### config.mk
export PLATFORM = sky130hd
export DESIGN_NAME = sheet_replay_parser
export DESIGN_NICKNAME = d
export VERILOG_FILES = /design/src/rtl/srp_pkg.sv /design/src/rtl/sheet_replay_parser.sv
export SDC_FILE = /design/constraint.sdc
export NUM_CORES = 1
export LEC_CHECK = 0
export BUFFER_PORTS_ARGS = -buffer_cell sky130_fd_sc_hd__buf_2
export CAP_MARGIN = 20
export CELL_PAD_IN_SITES_DETAIL_PLACEMENT = 0
export CELL_PAD_IN_SITES_GLOBAL_PLACEMENT = 1
export CORE_MARGIN = 8
export CORE_UTILIZATION = 45
export DETAILED_ROUTE_END_ITERATION = 10
export PLACE_DENSITY_LB_ADDON = 0.12
export SLEW_MARGIN = 20
export SYNTH_ARGS = -nofsm -noshare
export SYNTH_HDL_FRONTEND = slang
export SYNTH_SLANG_ARGS = --single-unit
### constraint.sdc
create_clock -name clock -period 5.7 [get_ports clock]
set_input_delay 1.14 -clock clock [delete_from_list [all_inputs] [get_ports clock]]
set_output_delay 1.14 -clock clock [all_outputs]
set_load 0.1 [all_outputs]
### src/rtl/srp_pkg.sv
package srp_pkg;

   // Sheet geometry and cell text size
   localparam int ROWS       = 24;
   localparam int COLUMNS    = 8;
   localparam int CELL_CHARS = 13;

   // Field widths
   localparam int ROW_W  = 5;
   localparam int COL_W  = 3;
   localparam int POS_W  = 4;
   localparam int CHR_W  = 8;
   localparam int RUSE_W = 5;
   localparam int CUSE_W = 4;
   localparam int RSP_DATA_W = 40;

   // Stream operations
   localparam logic OP_BYTE = 1'b0;
   localparam logic OP_END  = 1'b1;

   // Bytes of interest
   localparam logic [7:0] CH_HOME    = 8'h7A; // 'z'
   localparam logic [7:0] CH_RIGHT   = 8'h64; // 'd'
   localparam logic [7:0] CH_LEFT    = 8'h61; // 'a'
   localparam logic [7:0] CH_DOWN    = 8'h73; // 's'
   localparam logic [7:0] CH_UP      = 8'h77; // 'w'
   localparam logic [7:0] CH_DQUOTE  = 8'h22;
   localparam logic [7:0] CH_SQUOTE  = 8'h27;
   localparam logic [7:0] CH_EQUALS  = 8'h3D;
   localparam logic [7:0] CH_PLUS    = 8'h2B;
   localparam logic [7:0] CH_LF      = 8'h0A;
   localparam logic [7:0] CH_CR      = 8'h0D;
   localparam logic [7:0] CASE_FOLD  = 8'h20;

   typedef enum logic [1:0] {
      KIND_CHAR    = 2'd0,
      KIND_TERM    = 2'd1,
      KIND_SUMMARY = 2'd2
   } kind_type;

   typedef struct packed {
      kind_type            kind;
      logic [ROW_W-1:0]    cell_row;
      logic [COL_W-1:0]    cell_column;
      logic [POS_W-1:0]    char_position;
      logic [CHR_W-1:0]    char_value;
      logic                status;
      logic [RUSE_W-1:0]   rows_used;
      logic [CUSE_W-1:0]   columns_used;
      logic [COL_W-1:0]    value_column;
      logic                last;
   } result_type;

endpackage

### src/rtl/sheet_replay_parser.sv
// Channel   Direction  Handshake                    Payload
// req_*     in         req_tvalid / req_tready      tdata: byte_in, tuser: operation
// rsp_*     out        rsp_tvalid / rsp_tready      tdata: cell and summary fields,
//                                                   tuser: result_kind, tlast: last
// csr_*     in         csr_valid / csr_ready        csr_data: value_column_request
//
// One input transfer per cycle. A byte makes at most one result, which is in the
// result register the cycle after the transfer. End of stream inside text makes two
// results (terminator, then summary); the second waits in a pending register and
// holds off req_tready until the terminator has left. Reset is synchronous, active
// high: cursor, capture, extents and output valids clear, value_column_request
// returns to 1. A stalled rsp side holds the result register; req_tready drops while
// the result register is full and rsp_tready is low, or while a result is pending.

module sheet_replay_parser (
   input  logic        clock,
   input  logic        reset,
   input  logic        req_tvalid,
   output logic        req_tready,
   input  logic [7:0]  req_tdata,   // [7:0] byte_in
   input  logic [0:0]  req_tuser,   // [0] operation
   output logic        rsp_tvalid,
   input  logic        rsp_tready,
   output logic [39:0] rsp_tdata,   // [4:0] cell_row, [7:5] cell_column,
                                    // [11:8] char_position, [19:12] char_value,
                                    // [20] status, [25:21] rows_used,
                                    // [29:26] columns_used, [32:30] value_column,
                                    // [39:33] zero
   output logic [1:0]  rsp_tuser,   // [1:0] result_kind
   output logic        rsp_tlast,   // last
   input  logic        csr_valid,
   output logic        csr_ready,
   input  logic [2:0]  csr_data     // [2:0] value_column_request
);

   // Stream state
   logic [srp_pkg::ROW_W-1:0]  cursor_row_ff,    cursor_row_in;
   logic [srp_pkg::COL_W-1:0]  cursor_column_ff, cursor_column_in;
   logic                       in_text_ff,       in_text_in;
   logic [srp_pkg::POS_W-1:0]  text_position_ff, text_position_in;
   logic                       seen_any_ff,      seen_any_in;
   logic [srp_pkg::RUSE_W-1:0] row_extent_ff,    row_extent_in;
   logic [srp_pkg::CUSE_W-1:0] column_extent_ff, column_extent_in;
   logic [srp_pkg::COL_W-1:0]  vc_request_ff;

   // Output stage: result register plus one pending slot
   srp_pkg::result_type out_ff, out_in;
   logic                out_valid_ff, out_valid_in;
   srp_pkg::result_type pend_ff, pend_in;
   logic                pend_valid_ff, pend_valid_in;

   // Results produced by the current input
   srp_pkg::result_type gen0, gen1;
   logic                gen0_valid, gen1_valid;

   logic                       accept;
   logic                       out_free;
   logic                       op;
   logic [7:0]                 byte_in;
   logic [7:0]                 folded;
   logic                       cell_nonempty;
   logic                       close_seen;
   logic [srp_pkg::RUSE_W-1:0] close_row_ext;
   logic [srp_pkg::CUSE_W-1:0] close_col_ext;
   logic [srp_pkg::RUSE_W-1:0] row_plus;
   logic [srp_pkg::CUSE_W-1:0] col_plus;
   logic [srp_pkg::COL_W-1:0]  vc_resolved;
   srp_pkg::result_type        cell_res;
   srp_pkg::result_type        sum_res;

   assign op       = req_tuser[0];
   assign byte_in  = req_tdata;
   assign folded   = byte_in | srp_pkg::CASE_FOLD;
   assign out_free = !out_valid_ff || rsp_tready;
   assign req_tready = !pend_valid_ff && out_free;
   assign accept   = req_tvalid && req_tready;
   assign csr_ready = 1'b1;

   // Extents as they stand once the open cell (if any) is closed
   assign row_plus      = cursor_row_ff + srp_pkg::RUSE_W'(1);
   assign col_plus      = srp_pkg::CUSE_W'(cursor_column_ff) + srp_pkg::CUSE_W'(1);
   assign cell_nonempty = text_position_ff != '0;
   assign close_seen    = seen_any_ff || (in_text_ff && cell_nonempty);
   assign close_row_ext = (in_text_ff && cell_nonempty && row_plus > row_extent_ff)
                          ? row_plus : row_extent_ff;
   assign close_col_ext = (in_text_ff && cell_nonempty && col_plus > column_extent_ff)
                          ? col_plus : column_extent_ff;

   // Value column clamp against used columns
   always_comb begin
      vc_resolved = vc_request_ff;
      if (close_seen) begin
         if (close_col_ext < srp_pkg::CUSE_W'(2)) begin
            vc_resolved = '0;
         end else if ({1'b0, vc_request_ff} >= close_col_ext) begin
            vc_resolved = srp_pkg::COL_W'(close_col_ext - srp_pkg::CUSE_W'(1));
         end
      end
   end

   always_comb begin
      cell_res               = '0;
      cell_res.kind          = srp_pkg::KIND_TERM;
      cell_res.cell_row      = cursor_row_ff;
      cell_res.cell_column   = cursor_column_ff;
      cell_res.char_position = text_position_ff;
      cell_res.last          = 1'b1;

      sum_res              = '0;
      sum_res.kind         = srp_pkg::KIND_SUMMARY;
      sum_res.status       = !close_seen;
      sum_res.rows_used    = close_row_ext;
      sum_res.columns_used = close_col_ext;
      sum_res.value_column = vc_resolved;
      sum_res.last         = 1'b1;
   end

   // Per-item decode and next state
   always_comb begin
      cursor_row_in    = cursor_row_ff;
      cursor_column_in = cursor_column_ff;
      in_text_in       = in_text_ff;
      text_position_in = text_position_ff;
      seen_any_in      = seen_any_ff;
      row_extent_in    = row_extent_ff;
      column_extent_in = column_extent_ff;
      gen0       = cell_res;
      gen1       = sum_res;
      gen0_valid = 1'b0;
      gen1_valid = 1'b0;

      if (op == srp_pkg::OP_END) begin
         if (in_text_ff) begin
            gen0.last  = 1'b0;
            gen0_valid = 1'b1;
            gen1_valid = 1'b1;
         end else begin
            gen0       = sum_res;
            gen0_valid = 1'b1;
         end
         cursor_row_in    = '0;
         cursor_column_in = '0;
         in_text_in       = 1'b0;
         text_position_in = '0;
         seen_any_in      = 1'b0;
         row_extent_in    = '0;
         column_extent_in = '0;
      end else if (in_text_ff) begin
         if (byte_in == srp_pkg::CH_LF || byte_in == srp_pkg::CH_CR) begin
            gen0_valid       = 1'b1;
            in_text_in       = 1'b0;
            seen_any_in      = close_seen;
            row_extent_in    = close_row_ext;
            column_extent_in = close_col_ext;
         end else if (text_position_ff < srp_pkg::POS_W'(srp_pkg::CELL_CHARS - 1)) begin
            gen0.kind        = srp_pkg::KIND_CHAR;
            gen0.char_value  = byte_in;
            gen0_valid       = 1'b1;
            text_position_in = text_position_ff + srp_pkg::POS_W'(1);
         end
      end else begin
         // cursor moves are case-insensitive
         case (folded)
            srp_pkg::CH_HOME: begin
               cursor_row_in    = '0;
               cursor_column_in = '0;
            end
            srp_pkg::CH_RIGHT: begin
               if (cursor_column_ff != srp_pkg::COL_W'(srp_pkg::COLUMNS - 1))
                  cursor_column_in = cursor_column_ff + srp_pkg::COL_W'(1);
            end
            srp_pkg::CH_LEFT: begin
               if (cursor_column_ff != '0)
                  cursor_column_in = cursor_column_ff - srp_pkg::COL_W'(1);
            end
            srp_pkg::CH_DOWN: begin
               if (cursor_row_ff != srp_pkg::ROW_W'(srp_pkg::ROWS - 1))
                  cursor_row_in = cursor_row_ff + srp_pkg::ROW_W'(1);
            end
            srp_pkg::CH_UP: begin
               if (cursor_row_ff != '0)
                  cursor_row_in = cursor_row_ff - srp_pkg::ROW_W'(1);
            end
            default: begin
            end
         endcase
         if (byte_in == srp_pkg::CH_DQUOTE || byte_in == srp_pkg::CH_SQUOTE ||
             byte_in == srp_pkg::CH_EQUALS || byte_in == srp_pkg::CH_PLUS) begin
            in_text_in       = 1'b1;
            text_position_in = '0;
         end
      end
   end

   // Output stage next state
   always_comb begin
      out_in        = out_ff;
      out_valid_in  = out_valid_ff;
      pend_in       = pend_ff;
      pend_valid_in = pend_valid_ff;
      if (out_free) begin
         if (pend_valid_ff) begin
            out_in        = pend_ff;
            out_valid_in  = 1'b1;
            pend_valid_in = 1'b0;
         end else if (accept && gen0_valid) begin
            out_in        = gen0;
            out_valid_in  = 1'b1;
            pend_in       = gen1;
            pend_valid_in = gen1_valid;
         end else begin
            out_valid_in = 1'b0;
         end
      end
   end

   always_ff @(posedge clock) begin
      if (reset) begin
         cursor_row_ff    <= '0;
         cursor_column_ff <= '0;
         in_text_ff       <= 1'b0;
         text_position_ff <= '0;
         seen_any_ff      <= 1'b0;
         row_extent_ff    <= '0;
         column_extent_ff <= '0;
         vc_request_ff    <= srp_pkg::COL_W'(1);
         out_valid_ff     <= 1'b0;
         pend_valid_ff    <= 1'b0;
      end else begin
         if (accept) begin
            cursor_row_ff    <= cursor_row_in;
            cursor_column_ff <= cursor_column_in;
            in_text_ff       <= in_text_in;
            text_position_ff <= text_position_in;
            seen_any_ff      <= seen_any_in;
            row_extent_ff    <= row_extent_in;
            column_extent_ff <= column_extent_in;
         end
         if (csr_valid && csr_ready) begin
            vc_request_ff <= csr_data;
         end
         out_valid_ff  <= out_valid_in;
         pend_valid_ff <= pend_valid_in;
      end
   end

   // payload, no reset
   always_ff @(posedge clock) begin
      out_ff  <= out_in;
      pend_ff <= pend_in;
   end

   assign rsp_tvalid = out_valid_ff;
   assign rsp_tuser  = out_ff.kind;
   assign rsp_tlast  = out_ff.last;
   assign rsp_tdata  = {7'd0,
                        out_ff.value_column,
                        out_ff.columns_used,
                        out_ff.rows_used,
                        out_ff.status,
                        out_ff.char_value,
                        out_ff.char_position,
                        out_ff.cell_column,
                        out_ff.cell_row};

   // pending slot only fills behind a full result register
   a_pend_behind_out: assert property (@(posedge clock) disable iff (reset)
      pend_valid_ff |-> out_valid_ff)
      else $error("pending result without a result in the output register");

   // the summary always closes an item's results
   a_summary_last: assert property (@(posedge clock) disable iff (reset)
      (out_valid_ff && out_ff.kind == srp_pkg::KIND_SUMMARY) |-> out_ff.last)
      else $error("end summary without last");

   // end of stream leaves a clean stream state
   a_end_clears: assert property (@(posedge clock) disable iff (reset)
      (accept && op == srp_pkg::OP_END) |=>
         (cursor_row_ff == '0 && cursor_column_ff == '0 && !in_text_ff &&
          !seen_any_ff && row_extent_ff == '0 && column_extent_ff == '0))
      else $error("stream state not cleared after end of stream");

   // the pending slot is only loaded with the summary
   a_pend_summary: assert property (@(posedge clock) disable iff (reset)
      pend_valid_ff |-> pend_ff.kind == srp_pkg::KIND_SUMMARY)
      else $error("pending slot holds a cell write");

endmodule
==> After elaboration in Yosys (flattened, before gate mapping) <==
Cells that the tools add are included.
{ "totals": {"reg_bits": 77, "inputBits": 17} }
{ "op_classes": {"n_reduce_logical": 30, "n_addsub": 7, "order_cmp": 5, "bitwise_logic": 1, "n_eq_ne": 20, "muxes": 57} }
{ "op_table": {"columns": ["operator", "n"], "rows": [
  ["2-to-1 mux 5 bit", 8],
  ["2-to-1 mux 36 bit", 1],
  ["2-to-1 mux 4 bit", 9],
  ["equality test 7 x 6 -> 1 bit, second input constant", 5],
  ["2-to-1 mux 35 bit", 1],
  ["equality test 8 x 6 -> 1 bit, second input constant", 4],
  ["2-to-1 mux 8 bit", 4],
  ["2-to-1 mux 14 bit", 2],
  ["2-to-1 mux 1 bit", 21],
  ["2-to-1 mux 3 bit", 7],
  ["inequality test 3 bit, second input constant", 6],
  ["equality test 8 x 4 -> 1 bit, second input constant", 2],
  ["case mux 5 bit (3 select lines)", 1],
  ["2-to-1 mux 12 bit", 1],
  ["nonzero test 4 bit", 3],
  ["AND reduction 5 bit", 2],
  ["case mux 3 bit (3 select lines)", 1],
  ["logical AND 1 bit", 6],
  ["logical OR 1 bit", 6],
  ["AND reduction 3 bit", 2],
  ["nonzero test 2 bit", 3],
  ["nonzero test 3 bit", 2],
  ["subtractor 3 x 1 -> 3 bit, second input constant", 2],
  ["adder 5 x 1 -> 5 bit, second input constant", 1],
  ["18 further kinds", 20]
]} }

==> Longest topological paths before layout <==
Gate-level depths: netlist of run 1.
{ "logic_depth": {"word_depth": 12, "mapped_depth": 16, "ltp_nobuf": 16} }

==> Worst setup path before layout of run 1 <==
Ideal clock, no wire load.
{ "synth_timing": {"path_type": "input to register", "start": "in rsp_tready", "end": "reg out_ff (netlist bit rsp_tdata[0]), enable pin", "arrival_time_ps": 5212, "required_ps": 5271, "setup_slack_ps": 58, "stages": 8, "path_cell_list": "nor2b_1 > nor2_1 > and2_1 > buf_1 > nand3_1 > nand2_1 > nor2_1 > nor2_1"} }
{ "synth_between": {"elab_chain_len": 6} }
{ "synth_lines": {"columns": ["element", "line", "source"], "rows": [
  ["start: declaration", "sheet_replay_parser.sv:23", "input logic rsp_tready,"],
  ["logical OR 1 bit", "sheet_replay_parser.sv:74", "assign out_free = !out_valid_ff || rsp_tready;"],
  ["logical AND 1 bit", "sheet_replay_parser.sv:75", "assign req_tready = !pend_valid_ff && out_free;"],
  ["named net req_tready", "sheet_replay_parser.sv:19", "output logic req_tready,"],
  ["logical AND 1 bit", "sheet_replay_parser.sv:76", "assign accept = req_tvalid && req_tready;"],
  ["logical AND 1 bit", "sheet_replay_parser.sv:206", "end else if (accept && gen0_valid) begin"],
  ["nonzero test 2 bit (no source line)", null, null],
  ["AND reduction 2 bit (no source line)", null, null],
  ["end signal: assignment", "sheet_replay_parser.sv:249", "out_ff <= out_in;"],
  ["end: declaration", "sheet_replay_parser.sv:47", "srp_pkg::result_type out_ff, out_in;"]
]} }
The timed path passes the listed nets, and every way through them passes these cells.
A chain may end at the register's enable or synchronous reset.

==> flow_metrics.env, run 1 <==
export IMPL_outcome="completed"
export IMPL_ir_worst_vdd_mv=0.1071
export IMPL_ys_warn_count=0
export IMPL_vias=2988
export IMPL_synth_cell_types=74
export IMPL_postCtsSetupRepairBufs=0
export IMPL_rows=35
export IMPL_insertion_delay_ps=350
export IMPL_final_nets=474
export IMPL_arrival_ps=4210
export IMPL_grt_pass1_vias=2941
export IMPL_cts_root_buf="clkbuf_8"
export IMPL_start_util=0.4569
export IMPL_regArea_mm2=0.002032
export IMPL_coreArea_mm2=0.009109
export IMPL_dp_hpwl_um=6670
export IMPL_grt_first_pass_wirelength_um=15240
export IMPL_drv_slew=0
export IMPL_n_antenna_cell=0
export IMPL_cts_htree_levels=3
export IMPL_track_usage=0.1496
export IMPL_port_buffers=54
export IMPL_fill_cells=870
export IMPL_ctsResizeCount=0
export IMPL_clk_pin_slew_ps=80
export IMPL_tightestPinTransition_ps=1005
export IMPL_vias_per_cell=5.413
export IMPL_crit_type="reg -> reg"
export IMPL_avgSynthCellArea_um2=10.62
export IMPL_finalHoldViolations=0
export IMPL_cts_tree="done"
export IMPL_cp_required_ps=5800
export IMPL_path_max_fanout=7
export IMPL_hold_buffers=0
export IMPL_tns_ps=0
export IMPL_fp_dieW_um=112.2
export IMPL_synthArstFlopShare=0
export IMPL_die_h_um=112.2
export IMPL_drt_initial_drc_count=155
export IMPL_synth_cells=392
export IMPL_post_route_period_util=0.7208
export IMPL_wl_per_cell_um=16.52
export IMPL_rsz0062_at_grt="no"
export IMPL_ys_ff_latch=77
export IMPL_grt_max_degree=37
export IMPL_synth_area_mm2=0.004161
export IMPL_cts_buffers=9
export IMPL_holdWs_ps=519.7
export IMPL_yosysSeqAreaShare=0.4883
export IMPL_grt_overflow=0
export IMPL_firstDrtPassIters=4
export IMPL_ios=63
export IMPL_die_area_mm2=0.01258
export IMPL_fin_crit_ps=4108
export IMPL_areaGrowthSynthToFinish_pct=11.40
export IMPL_synth_area_leaders="edfxtp_1, dfxtp_1, ha_1"
export IMPL_max_freq_mhz=243.4
export IMPL_yosysTopAreaCellShare=0.3536
export IMPL_powerDensity_mw_per_mm2=258.9
export IMPL_antenna_found_initial=0
export IMPL_multi_input_comb_area_mm2=0.001897
export IMPL_setup_viol=0
export IMPL_synth_edff_count=49
export IMPL_clock_sinks=77
export IMPL_gp_congestion=0.7898
export IMPL_end_kind="register"
export IMPL_worstSetupStartpointType="register"
export IMPL_fin_skew_ps=17.75
export IMPL_synth_commonest_cells="edfxtp_1, nor2_1, dfxtp_1"
export IMPL_wirelength_um=9119
export IMPL_drive_gt1_frac=0.2154
export IMPL_drtAntennaViolNets=0
export IMPL_slew_headroom=0.3286
export IMPL_drc=0
export IMPL_holdCritPathClass="reg -> reg"
export IMPL_clock_path_buffers=2
export IMPL_leakage_nw=1.824
export IMPL_synth_ff_type="edfxtp_1"
export IMPL_synth_most_common_cell="edfxtp_1"
export IMPL_stdcell_area_mm2=0.004636
export IMPL_place_area_mm2=0.004436
export IMPL_maxCapViolCount=0
export IMPL_yosysTopAreaCell="edfxtp_1"
## placed cells by master, fill, tap and decap left out, types with 4 or more instances in the layout
| master | count |
|---|---|
| a21oi_1 | 18 |
| a22o_1 | 16 |
| a22oi_1 | 4 |
| a31oi_1 | 4 |
| and2_1 | 16 |
| buf_2 | 54 |
| clkbuf_8 | 10 |
| conb_1 | 8 |
| dfxtp_1 | 28 |
| edfxtp_1 | 49 |
| ha_1 | 20 |
| inv_1 | 25 |
| nand2_1 | 25 |
| nand2b_1 | 5 |
| nand3_1 | 7 |
| nor2_1 | 28 |
| nor2b_1 | 5 |
| nor3_1 | 6 |
| o21a_1 | 5 |
| o21ai_0 | 17 |
| o31ai_1 | 5 |
| or3_1 | 5 |
| xnor2_1 | 5 |
## path summary, 6_finish.rpt
| kind | from | to | slack, ps | cells past startpoint |
|---|---|---|---|---|
| worst max-delay path | cursor_column_ff[0] | rsp_tdata[31] | 1590 | 16 |
| worst max register to register | cursor_column_ff[0] | rsp_tdata[31] | 1590 | 16 |
| worst min-delay path | row_extent_ff[4] | row_extent_ff[4] | 520 | 1 |
| worst min register to register | row_extent_ff[4] | row_extent_ff[4] | 520 | 1 |
## metrics by stage
| stage | setup slack [ps] | util | total power [mW] | std cells |
|---|---|---|---|---|
| 3_5_place_dp | 1507 | 0.4870 | 0.7922 | 536 |
| 4_1_cts | 1560 | 0.5089 | 1.210 | 552 |
| 2_1_floorplan | 58.45 | - | 0.7685 | 398 |
| 3_3_place_gp | 1639 | 0.4870 | 0.7907 | 536 |
| 6_report | 1592 | 0.5089 | 1.200 | 552 |
| 5_1_grt | 1269 | 0.5089 | 1.241 | 552 |
## power by group
group	leakage [nW]	switching (mW)	total, mW	internal (mW)
logic	1.04	0.142	0.168	0.0253
clock network	0.0959	0.207	0.422	0.215
registers	0.693	0.00428	0.611	0.606
total	1.82	0.353	1.20	0.847
## layer usage
| metal | GRT usage | wire, um | vias up |
|---|---|---|---|
| met2 | 0.2381 | 4329 | 48 |
| met1 | 0.2004 | 4436 | 1436 |
| li1 | - | - | 1498 |
| met4 | 0.05126 | 72 | 0 |
| met3 | 0.02630 | 280 | 6 |
| met5 | 0 | 0 | - |
## worst max-delay path, stage by stage (launching register included)
cell and delay (ps):
dfxtp_1 530, inv_1 140, ha_1 360, ha_1 300
and3b_2 180, o21ai_2 120, maj3_1 380, o21ai_0 210
o41ai_2 190, ha_1 310, nand2b_1 130, a21o_1 180
a21o_2 210, and3_2 230, nor2_1 110, a221oi_2 60
a22o_1 200
## logic make-up after synthesis
logic type	synth area share
AO/OA/AOI/OAI	0.1723
other	0.001805
AND/OR/NAND/NOR	0.1837
multiplexers	0.007517
adder cells (fa/ha/maj)	0.06735
XOR/XNOR	0.01473
flip-flops	0.4883
buffers and inverters	0.06434
## flip-flops by register name, indices dropped and copies added, names as in the netlist
signal,count
rsp_tdata,33
pend_ff,13
cursor_row_ff,5
row_extent_ff,5
column_extent_ff,4
text_position_ff,4
cursor_column_ff,3
vc_request_ff,3
rsp_tuser,2
in_text_ff,1
pend_valid_ff,1
rsp_tlast,1
rsp_tvalid,1
seen_any_ff,1
## cell type report
class                   instances  area share
multi-input cells             268      0.4092
well taps                     111     0.02996
repair buffers                 54     0.05830
clock buffers                  11     0.03050
clock inverters                 5     0.01269
flip-flops and latches         77      0.4383
inverters                      26     0.02105
No activity file was read; power rests on OpenSTA's default activity.
==> run 2, diff against run 1 <==
clock period = 4.1 ns   (was 5.7 ns; I/O delays follow)
==> flow_metrics.env, run 2 (synthesized netlist as in run 1, its figures left out) <==
export IMPL_outcome="completed"
export IMPL_cts_htree_levels=3
export IMPL_fin_skew_ps=11.96
export IMPL_r2r_start="cursor_column_ff[0]"
export IMPL_cts_root_buf="clkbuf_8"
export IMPL_drt_initial_drc_count=164
export IMPL_arrival_ps=4060
export IMPL_critPathMaxStageDelay_ps=380
export IMPL_path_common_cell="ha_1"
export IMPL_antenna_found_initial=0
export IMPL_powerDensity_mw_per_mm2=376.8
export IMPL_setup_viol=0
export IMPL_wirelength_um=9259
export IMPL_insertion_delay_ps=350
export IMPL_cts_buffers=9
export IMPL_crit_type="reg -> reg"
export IMPL_clock_path_buffers=2
export IMPL_hold_depth=1
export IMPL_grt_first_pass_wirelength_um=15620
export IMPL_min_to="row_extent_ff[3]"
export IMPL_rsz0062_at_grt="no"
export IMPL_fill_cells=835
export IMPL_worstSetupStartpointType="register"
export IMPL_seqPwrFrac=0.476
export IMPL_place_ws_ps=226.1
export IMPL_areaGrowthSynthToFinish_pct=13.71
export IMPL_dp_hpwl_um=6740
export IMPL_leakage_nw=1.878
export IMPL_port_buffers=54
export IMPL_die_area_mm2=0.01258
export IMPL_die_h_um=112.2
export IMPL_vias=3022
export IMPL_critPathSlowestCell="maj3_1"
export IMPL_post_route_util=0.5195
export IMPL_final_nets=480
export IMPL_internal_power_mw=1.286
export IMPL_min_delay_start="row_extent_ff[3]"
export IMPL_wl_per_cell_um=16.59
export IMPL_gp_congestion=0.7859
export IMPL_max_freq_mhz=259.6
export IMPL_finalHoldViolations=0
export IMPL_vias_per_cell=5.416
export IMPL_drc=0
export IMPL_tns_ps=0
export IMPL_combPwrFrac=0.134
export IMPL_n_antenna_cell=0
export IMPL_clock_sinks=77
export IMPL_critPathTopFamily="adder cells"
export IMPL_holdCritPathClass="reg -> reg"
export IMPL_ir_worst_vdd_mv=0.1865
export IMPL_pwr_share_clk=0.391
export IMPL_final_cell_mix="buf_2, edfxtp_1, nor2_1"
export IMPL_end_kind="register"
export IMPL_regToRegSetupSlack_ps=250
export IMPL_maxCapViolCount=0
export IMPL_cp_required_ps=4300
export IMPL_crit_chain="ha_1 > ha_1 > ha_1 > and3b_2 > o21ai_2 > maj3_1 > o21ai_0 > o41ai_2 > ha_1 > nand2b_1 > a21o_1 > a21o_2 > nand2_1 > nor3b_1 > o31a_2 > o21ai_1"
export IMPL_ff2ff_path_depth=16
export IMPL_crit_buf_inv=0
export IMPL_drv_slew=0
export IMPL_drive_gt1_frac=0.2304
export IMPL_track_usage=0.1529
export IMPL_hold_buffers=0
export IMPL_largest_register_ffs=33
export IMPL_setup_ws_ps=247.5
export IMPL_slew_headroom=0.5218
export IMPL_grt_overflow=0
export IMPL_coreArea_mm2=0.009109
export IMPL_switching_power_mw=0.4972
export IMPL_mostFrequentLayoutCell="buf_2"
export IMPL_start_util=0.4569
export IMPL_clk_pin_slew_ps=90
export IMPL_fp_dieW_um=112.2
export IMPL_ios=63
export IMPL_switching_share=0.2788
export IMPL_rr_endpoint="rsp_tdata[32]"
export IMPL_grt_max_degree=37
export IMPL_cts_tree="done"
export IMPL_rows=35
export IMPL_post_route_period_util=0.9396
export IMPL_path_max_fanout=6
export IMPL_postCtsSetupRepairBufs=0
export IMPL_fin_crit_ps=3852
export IMPL_tightestPinTransition_ps=710.7
export IMPL_grt_pass1_vias=3069
export IMPL_firstDrtPassIters=6
export IMPL_drtAntennaViolNets=0
-- run 2: what timing repair did --
action | in CTS | in global routing
hold endpoints to repair | 0 | 0
endpoints found under the setup margin | 0 | 2
resized for setup | 0 | 2
-- run 2: metal layers --
| layer | part of all wire | global-route usage |
|---|---|---|
| met5 | 0 | 0 |
| met4 | 0.016 | 0.07014 |
| met3 | 0.035 | 0.03274 |
| met2 | 0.48 | 0.2461 |
| met1 | 0.47 | 0.1924 |
-- run 2: layout make-up --
cell class | instances | area, um^2 | share of cell area
repair buffers | 60 | 327.8 | 0.06928
clock inverters | 6 | 111.4 | 0.02353
multi-input cells | 268 | 1894 | 0.4003
inverters | 26 | 97.59 | 0.02062
clock buffers | 10 | 127.6 | 0.02697
well taps | 111 | 138.9 | 0.02935
flip-flops and latches | 77 | 2034 | 0.4299
-- run 2: how the worst max path moves through the flow --
stage | to | slack, ps | startpoint | cells past startpoint
after global routing | rsp_tdata[32] | 5 | cursor_column_ff[0] | 16
after CTS | rsp_tdata[31] | 190 | cursor_column_ff[1] | 16
final | rsp_tdata[32] | 250 | cursor_column_ff[0] | 16
after floorplan | rsp_tdata[0] | 140 | rsp_tvalid | 8
after global placement | rsp_tdata[31] | 310 | cursor_column_ff[1] | 16
after detailed placement | rsp_tdata[31] | 230 | cursor_column_ff[1] | 16
-- run 2: power by group through the flow --
| stage | clock [mW] | sequential (mW) | combinational [mW] |
|---|---|---|---|
| after global routing | 0.739 | 0.851 | 0.252 |
| final | 0.697 | 0.848 | 0.238 |
| after floorplan | 0 | 0.966 | 0.102 |
| after CTS | 0.714 | 0.849 | 0.240 |
| after global placement | 0 | 0.866 | 0.238 |
| after detailed placement | 0 | 0.867 | 0.239 |
-- run 2: worst reg2reg max path, stage by stage, from the launching register on --
cell and delay [ps]:
dfxtp_2 360, ha_1 200, ha_1 300, ha_1 320, and3b_2 190, o21ai_2 120, maj3_1 380, o21ai_0 210
o41ai_2 130, ha_1 280, nand2b_1 140, a21o_1 170, a21o_2 210, nand2_1 120, nor3b_1 70, o31a_2 360
o21ai_1 150
-- run 2: per-stage QoR --
step / cell area [um^2] / cells / hold WS, ps / total power [mW]
after global placement: 4491 / 542 / 494.9 / 1.104
after global routing: 4732 / 558 / 555.0 / 1.842
after floorplan: 4194 / 398 / 473.5 / 1.069
after CTS: 4730 / 558 / 522.3 / 1.802
after detailed placement: 4491 / 542 / 501.5 / 1.106
final: 4732 / 558 / 517.5 / 1.783
